<file path="src/sv/crbik_pkg.sv">
// Shared types and constants for the cartridge register bank with IRQ counter
// and kanji lookup. No dependencies.
package crbik_pkg;

    localparam logic [1:0] FUNC_WRITE = 2'd0;
    localparam logic [1:0] FUNC_READ  = 2'd1;
    localparam logic [1:0] FUNC_TICK  = 2'd2;

    localparam logic [3:0] REG_WRAM6    = 4'd0;
    localparam logic [3:0] REG_WRAM7    = 4'd1;
    localparam logic [3:0] REG_PRG8     = 4'd2;
    localparam logic [3:0] REG_PRGA     = 4'd3;
    localparam logic [3:0] REG_PRGC     = 4'd4;
    localparam logic [3:0] REG_CHR      = 4'd5;
    localparam logic [3:0] REG_LATCH_LO = 4'd6;
    localparam logic [3:0] REG_LATCH_HI = 4'd7;
    localparam logic [3:0] REG_ACK      = 4'd8;
    localparam logic [3:0] REG_CTRL     = 4'd9;
    localparam logic [3:0] REG_NT       = 4'd10;
    localparam logic [3:0] REG_JFLAG    = 4'd11;
    localparam logic [3:0] REG_JCOL     = 4'd12;
    localparam logic [3:0] REG_JROW     = 4'd13;

    localparam logic [11:0] OFF_KANJI_LO = 12'hC00;
    localparam logic [11:0] OFF_KANJI_HI = 12'hD00;

    localparam logic [7:0] JIS_BASE  = 8'h20;
    localparam logic [7:0] JIS_LIMIT = 8'h60;

    typedef struct packed {
        logic [1:0]  func;
        logic [11:0] offset;
        logic [7:0]  write_data;
    } t_in_item;

    typedef struct packed {
        logic [7:0] read_data;
        logic       read_claimed;
        logic       irq_asserted;
        logic [6:0] prg_page_8000;
        logic [6:0] prg_page_a000;
        logic [6:0] prg_page_c000;
        logic [5:0] ram_page_6000;
        logic [5:0] ram_page_7000;
        logic       chr_page_low;
        logic       horizontal_mirror;
        logic       exram_write_enable;
    } t_out_item;

    // glyph bank for each 256-code block of the kanji ROM
    function automatic logic [3:0] glyph_page(input logic [5:0] idx);
        logic [3:0] p;
        case (idx)
            6'd0, 6'd1:   p = 4'h0;
            6'd2, 6'd3:   p = 4'h2;
            6'd4, 6'd5:   p = 4'h1;
            6'd34, 6'd35: p = 4'hD;
            default: begin
                if (idx >= 6'd6 && idx <= 6'd17) begin
                    p = 4'(idx - 6'd2);
                end else if (idx >= 6'd18 && idx <= 6'd33) begin
                    p = 4'(idx - 6'd18);
                end else begin
                    p = 4'h0;
                end
            end
        endcase
        return p;
    endfunction

    function automatic logic [6:0] prg_page(input logic [7:0] r);
        return r[6] ? ({1'b0, r[5:0]} + 7'h10) : {3'b000, r[3:0]};
    endfunction

    function automatic logic [5:0] ram_page(input logic [7:0] r);
        return {5'b00000, r[0]} | r[7:2];
    endfunction

endpackage

</file>
<file path="src/sv/cartridge_register_bank_irq_kanji_top.sv">
// Cartridge register bank, IRQ counter and kanji lookup, CPU side.
// Depends on crbik_pkg.
//
// Usage:
//   Input channel (i_in_valid / o_in_ready / i_in) carries one bus write, bus
//   read or CPU cycle tick per transfer. Output channel (o_out_valid /
//   i_out_ready / o_out) returns one result per input transfer, in order,
//   showing read data and the bank, mirroring and IRQ state after that item.
//   Latency: a result is valid the cycle after its input transfer.
//   Throughput: one item per cycle while results are taken. All state update
//   and decode is one short combinational pass from the accepted item and the
//   register bank into the single output register.
//   Stall: while a result waits and i_out_ready is low, o_in_ready drops; when
//   the result is taken the next item is accepted in the same cycle.
//   Reset (i_rst_n low, synchronous): all 16 registers, the IRQ counter and the
//   IRQ line clear, and the output register empties. No clearing pass.
//   Reads other than at 0xC00 and 0xD00 return 0 and are not claimed.
module cartridge_register_bank_irq_kanji_top
    import crbik_pkg::*;
(
    input  logic      i_clk,
    input  logic      i_rst_n,
    input  logic      i_in_valid,
    output logic      o_in_ready,
    input  t_in_item  i_in,
    output logic      o_out_valid,
    input  logic      i_out_ready,
    output t_out_item o_out
);

    logic [7:0]  r_regs [16];
    logic [7:0]  n_regs [16];
    logic [15:0] r_count, n_count;
    logic        r_irq, n_irq;
    logic        r_out_valid, n_out_valid;
    t_out_item   r_out, n_out;

    logic        in_fire;
    logic [3:0]  wr_idx;
    logic [15:0] latch;
    logic [16:0] count_inc;
    logic [7:0]  jrow, jcol;
    logic [5:0]  page_idx;
    logic [3:0]  gpage;
    logic [7:0]  kanji_data;
    logic        claimed;

    assign o_in_ready  = !r_out_valid || i_out_ready;
    assign in_fire     = i_in_valid && o_in_ready;
    assign o_out_valid = r_out_valid;
    assign o_out       = r_out;

    assign wr_idx    = i_in.offset[11:8];
    assign latch     = {r_regs[REG_LATCH_HI], r_regs[REG_LATCH_LO]};
    assign count_inc = {1'b0, r_count} + 17'd1;

    // JIS row/column to glyph bank: block = row[3] + 2*col/32 + 6*row/16
    assign jrow     = r_regs[REG_JROW] - JIS_BASE;
    assign jcol     = r_regs[REG_JCOL] - JIS_BASE;
    assign page_idx = {5'b00000, jrow[3]} + {3'b000, jcol[6:5], 1'b0}
                    + {1'b0, jrow[6:4], 2'b00} + {2'b00, jrow[6:4], 1'b0};
    assign gpage    = glyph_page(page_idx);
    assign claimed  = (i_in.func == FUNC_READ)
                   && (i_in.offset == OFF_KANJI_LO || i_in.offset == OFF_KANJI_HI);

    always_comb begin
        if (jrow >= JIS_LIMIT || jcol >= JIS_LIMIT) begin
            kanji_data = 8'h00;
        end else if (i_in.offset == OFF_KANJI_LO) begin
            kanji_data = {jrow[0], jcol[4:0], r_regs[REG_JFLAG][1:0]};
        end else begin
            kanji_data = {r_regs[REG_JFLAG][2], 1'b1, gpage, jrow[2:1]};
        end
    end

    always_comb begin
        n_regs  = r_regs;
        n_count = r_count;
        n_irq   = r_irq;
        if (in_fire) begin
            unique case (i_in.func)
                FUNC_WRITE: begin
                    n_regs[wr_idx] = i_in.write_data;
                    if (wr_idx == REG_ACK) begin
                        n_regs[REG_CTRL][1] = r_regs[REG_CTRL][0];
                        n_irq = 1'b0;
                    end else if (wr_idx == REG_CTRL) begin
                        if (i_in.write_data[1]) begin
                            n_count = latch;
                        end
                        n_irq = 1'b0;
                    end
                end
                FUNC_TICK: begin
                    if (r_regs[REG_CTRL][1]) begin
                        if (count_inc[16]) begin
                            n_irq   = 1'b1;
                            n_count = latch;
                        end else begin
                            n_count = count_inc[15:0];
                        end
                    end
                end
                default: begin
                end
            endcase
        end
    end

    always_comb begin
        n_out_valid = r_out_valid;
        if (in_fire) begin
            n_out_valid = 1'b1;
        end else if (i_out_ready) begin
            n_out_valid = 1'b0;
        end
        n_out.read_data          = claimed ? kanji_data : 8'h00;
        n_out.read_claimed       = claimed;
        n_out.irq_asserted       = n_irq;
        n_out.prg_page_8000      = prg_page(n_regs[REG_PRG8]);
        n_out.prg_page_a000      = prg_page(n_regs[REG_PRGA]);
        n_out.prg_page_c000      = prg_page(n_regs[REG_PRGC]);
        n_out.ram_page_6000      = ram_page(n_regs[REG_WRAM6]);
        n_out.ram_page_7000      = ram_page(n_regs[REG_WRAM7]);
        n_out.chr_page_low       = n_regs[REG_CHR][0];
        n_out.horizontal_mirror  = n_regs[REG_NT][1];
        n_out.exram_write_enable = n_regs[REG_NT][0];
    end

    always_ff @(posedge i_clk) begin
        if (!i_rst_n) begin
            for (int i = 0; i < 16; i++) begin
                r_regs[i] <= 8'h00;
            end
            r_count     <= 16'h0000;
            r_irq       <= 1'b0;
            r_out_valid <= 1'b0;
        end else begin
            r_regs      <= n_regs;
            r_count     <= n_count;
            r_irq       <= n_irq;
            r_out_valid <= n_out_valid;
        end
    end

    always_ff @(posedge i_clk) begin
        if (in_fire) begin
            r_out <= n_out;
        end
    end

`ifndef SYNTHESIS
    a_stall_blocks_input: assert property (@(posedge i_clk) disable iff (!i_rst_n)
        (r_out_valid && !i_out_ready) |-> !o_in_ready)
        else $error("input accepted while result stalled");

    a_ack_clears_irq: assert property (@(posedge i_clk) disable iff (!i_rst_n)
        (in_fire && i_in.func == FUNC_WRITE && (wr_idx == REG_ACK || wr_idx == REG_CTRL))
        |=> (o_out_valid && !o_out.irq_asserted))
        else $error("acknowledge write did not clear IRQ");

    a_unclaimed_zero: assert property (@(posedge i_clk) disable iff (!i_rst_n)
        (o_out_valid && !o_out.read_claimed) |-> (o_out.read_data == 8'h00))
        else $error("unclaimed result carries read data");

    a_irq_from_tick: assert property (@(posedge i_clk) disable iff (!i_rst_n)
        $rose(r_irq) |-> $past(in_fire && i_in.func == FUNC_TICK))
        else $error("IRQ raised without a tick");
`endif

endmodule

</file>
<file path="config.mk">
export PLATFORM = sky130hd
export DESIGN_NAME = cartridge_register_bank_irq_kanji_top
export DESIGN_NICKNAME = d
export VERILOG_FILES = /design/src/sv/crbik_pkg.sv /design/src/sv/cartridge_register_bank_irq_kanji_top.sv
export SDC_FILE = /design/constraint.sdc
export NUM_CORES = 1
export LEC_CHECK = 0
export ABC_AREA = 1
export BUFFER_PORTS_ARGS = -buffer_cell sky130_fd_sc_hd__buf_2
export CORE_ASPECT_RATIO = 0.75
export CORE_MARGIN = 2
export CORE_UTILIZATION = 50
export DETAILED_ROUTE_END_ITERATION = 12
export PLACE_DENSITY = 0.82
export SLEW_MARGIN = 10
export SYNTH_ARGS = -nofsm -noshare
export SYNTH_HDL_FRONTEND = slang
export SYNTH_SLANG_ARGS = --single-unit
</file>
<file path="constraint.sdc">
create_clock -name i_clk -period 2.95 [get_ports i_clk]
set_input_delay 0.1475 -clock i_clk [delete_from_list [all_inputs] [get_ports i_clk]]
set_output_delay 0.1475 -clock i_clk [all_outputs]
set_load 0.01 [all_outputs]
</file>
==> impl_metrics.ini <==
[setup_path]
crit_required_ns = 3.21
cp_data_arrival_time_ns = 3.08
startpoint_type = flop
critPathKind = reg2reg
path_buf_inv = 3
r2r_cells = 13
path_max_fanout = 4
r2r_end = o_out[40]
end_kind = flop
cp_cell_sequence = inv_1 > ha_4 > fa_1 > inv_1 > ha_1 > fa_2 > nor2_4 > inv_1 > nor2_1 > nand2_1 > nand2_2 > nand4_1 > a21oi_1
ff2ff_setup_slack_ns = 0.13
slowest_delay_ns = 0.50
critical_path.top_delay_family = adder cells
critical_path.most_common_cell = inv_1
cp_slowest_cell = fa_2

[logic_synthesis]
async_flop_share = 0
netlist_area_sq_um = 6416
ys_ff_latch = 139
synth_area_per_cell_sq_um = 8.184
synthCells = 784
synth_warnings = 0
synth_edf_count = 46
ys.flop_type = dfxtp_1
synth_cell_type_count = 43
synth_nets = 825
synth.yosys.seq_area_share = 0.5055

[clock_network]
clk_pin_slew_ns = 0.06
cts_tree = done
cts_buffer_depth = 2
cts_sinks = 139
clockRootBuffer = clkbuf_16
cts_buffers = 17
h-tree-depth = 4
clock_latency_ns = 0.42

[placement]
placed_cells = 1003
placed_area_sq_um = 6868
place.port_buffers = 73
dp_slack_ns = 0.01684
hpwl_um = 9692
gp_congestion = 0.9400

[drt]
drt_iter0_drc = 487
vias = 5312
route.detailed.drc = 0
drtAntennaViolNets = 0
wirelength_um = 14510
wl_per_cell_um = 14.01
viasPerCell = 5.127
drt_first_pass_iters = 5

[floorplan]
start_util = 0.5177
io_pins = 74
num_rows = 35
core_sq_um = 12390
dieArea_sq_um = 13760
chipWidth_um = 134.8
die_h_um = 102.1

[finish]
mostFrequentLayoutCell = inv_1
stdcell_area_sq_um = 7478
finalNetCount = 898
stdcell_count = 1036
ff_latch_area_sq_um = 3243
area_delta_synth_final_pct = 16.56
multi_input_area_sq_um = 2529
fill_cells = 1042
diodes = 0
final_core_util = 0.6034
final_cell_mix = inv_1, nand2_1, nor2_1
drive_above_1_share = 0.1724

[sta]
fin_crit_sh = 0.9543
whs_ns = 0.01147
drv_slew = 0
setup_tns_ns = 0
fin_ws_ns = 0.1348
worstMarginPinSlew_ns = 0.9765
finalClockSkew_ns = 0.007458
hold_viol_final = 0
setup_viol = 0
finalCriticalPeriod_ns = 2.815
max_slew_margin = 0.3483
fmax_mhz = 355.2

[power_and_ir_drop]
switching_share = 0.2418
power.internal_mw = 3.284
p_per_area_nw_per_um2 = 579.2
clkPwrFrac = 0.478
p_comb_frac = 0.053
ir_worst_vdd_uv = 411.1
pwr-share-seq = 0.469
p_total_mw = 4.331
p_leak_nw = 3.604
p_switching_mw = 1.047

[global_route]
grt_pass1_wl_um = 23750
grt_overflow = 0
grt_max_degree = 48
grt_antenna_before_repair = 0
grt_pass1_vias = 4867
grt.total_usage = 0.2229

[hold_path]
hp-start = i_out_ready
whs_endpoint = o_out_valid
hp-class = in2reg
holdPathStages = 4

[job]
maxCapViolations = 0

[run_status]
outcome = complete, no violations
==> metal layers <==
metal | vias up | global-route usage | part of all wire
li1 | 2643 | - | -
met1 | 2392 | 0.2998 | 0.45
met2 | 241 | 0.3456 | 0.44
met3 | 36 | 0.05556 | 0.088
met4 | 0 | 0.09636 | 0.027
met5 | - | 0 | 0
==> kinds of logic (layout without fill, tap and decap cells) <==
logic type / count (synthesis) / count (layout) / synth area share
multiplexers: 3 / 3 / 0.004680
AO/OA/AOI/OAI: 136 / 136 / 0.1108
buffers and inverters: 162 / 248 / 0.1047
XOR/XNOR: 9 / 9 / 0.01229
adder cells (fa/ha/maj): 15 / 15 / 0.03159
AND/OR/NAND/NOR: 320 / 320 / 0.2305
flip-flops: 139 / 139 / 0.5055
==> power groups by stage <==
stage,logic (mW),clock network (mW),registers [mW]
3_3_place_gp,0.222,0,2.07
3_5_place_dp,0.225,0,2.07
2_1_floorplan,0.113,0,2.09
6_report,0.230,2.07,2.03
4_1_cts,0.228,2.09,2.03
5_1_grt,0.256,2.18,2.03
==> worst max path at each step <==
stage                      to  slack [ns]  depth (start not counted)
floorplan           o_out[40]        0.22                         13
global placement    o_out[40]        0.11                         11
detailed placement  o_out[40]        0.02                         11
CTS                 o_out[40]       0.003                         13
global route        o_out[41]      -0.001                         13
finish              o_out[40]        0.13                         13
==> Yosys cell counts (2+ instances only) <==
cell | instances | area (sq um)
ha_1 | 13 | 162.7
nor3_4 | 2 | 32.53
o21ai_1 | 23 | 115.1
nand4_1 | 12 | 75.07
xnor2_1 | 2 | 17.52
dfxtp_1 | 93 | 1862
o211ai_1 | 2 | 15.01
xor2_1 | 7 | 61.31
nor2_1 | 110 | 412.9
o21ai_0 | 57 | 285.3
nand2_4 | 5 | 56.30
nor2_8 | 2 | 40.04
buf_6 | 3 | 33.78
fa_1 | 2 | 40.04
clkbuf_1 | 9 | 33.78
mux2i_1 | 3 | 30.03
edfxtp_1 | 46 | 1381
buf_2 | 6 | 30.03
nand3_1 | 40 | 200.2
inv_1 | 133 | 499.2
nand2_1 | 126 | 473.0
inv_2 | 4 | 15.01
a21oi_2 | 2 | 17.52
nor2_2 | 5 | 31.28
nor3_1 | 4 | 20.02
nand2_2 | 7 | 43.79
buf_4 | 4 | 30.03
a21oi_1 | 47 | 235.2
==> worst register-to-register path, delay by kind of cell, from the launching register on <==
family / cells / cell delay, ns
fa+ha+maj: 4 / 1.46
simple gates: 5 / 0.49
flops: 1 / 0.33
buf+inv: 3 / 0.19
compound gates: 1 / 0.18
==> layout make-up <==
| cell class | instances | share of cell area |
|---|---|---|
| clock buffer | 19 | 0.05923 |
| clock inverter | 13 | 0.01773 |
| inverter | 138 | 0.06960 |
| multi-input combinational | 483 | 0.3381 |
| sequential | 139 | 0.4337 |
| tap | 166 | 0.02777 |
| timing repair buffer | 78 | 0.05387 |
==> timing repair <==
item,CTS,global route
resized for setup,1,5
hold buffers,0,0
pin swaps,0,2
setup buffers,0,1
setup endpoints to repair,4,4
cloned,0,0
Power figures use the tool's default switching activity.
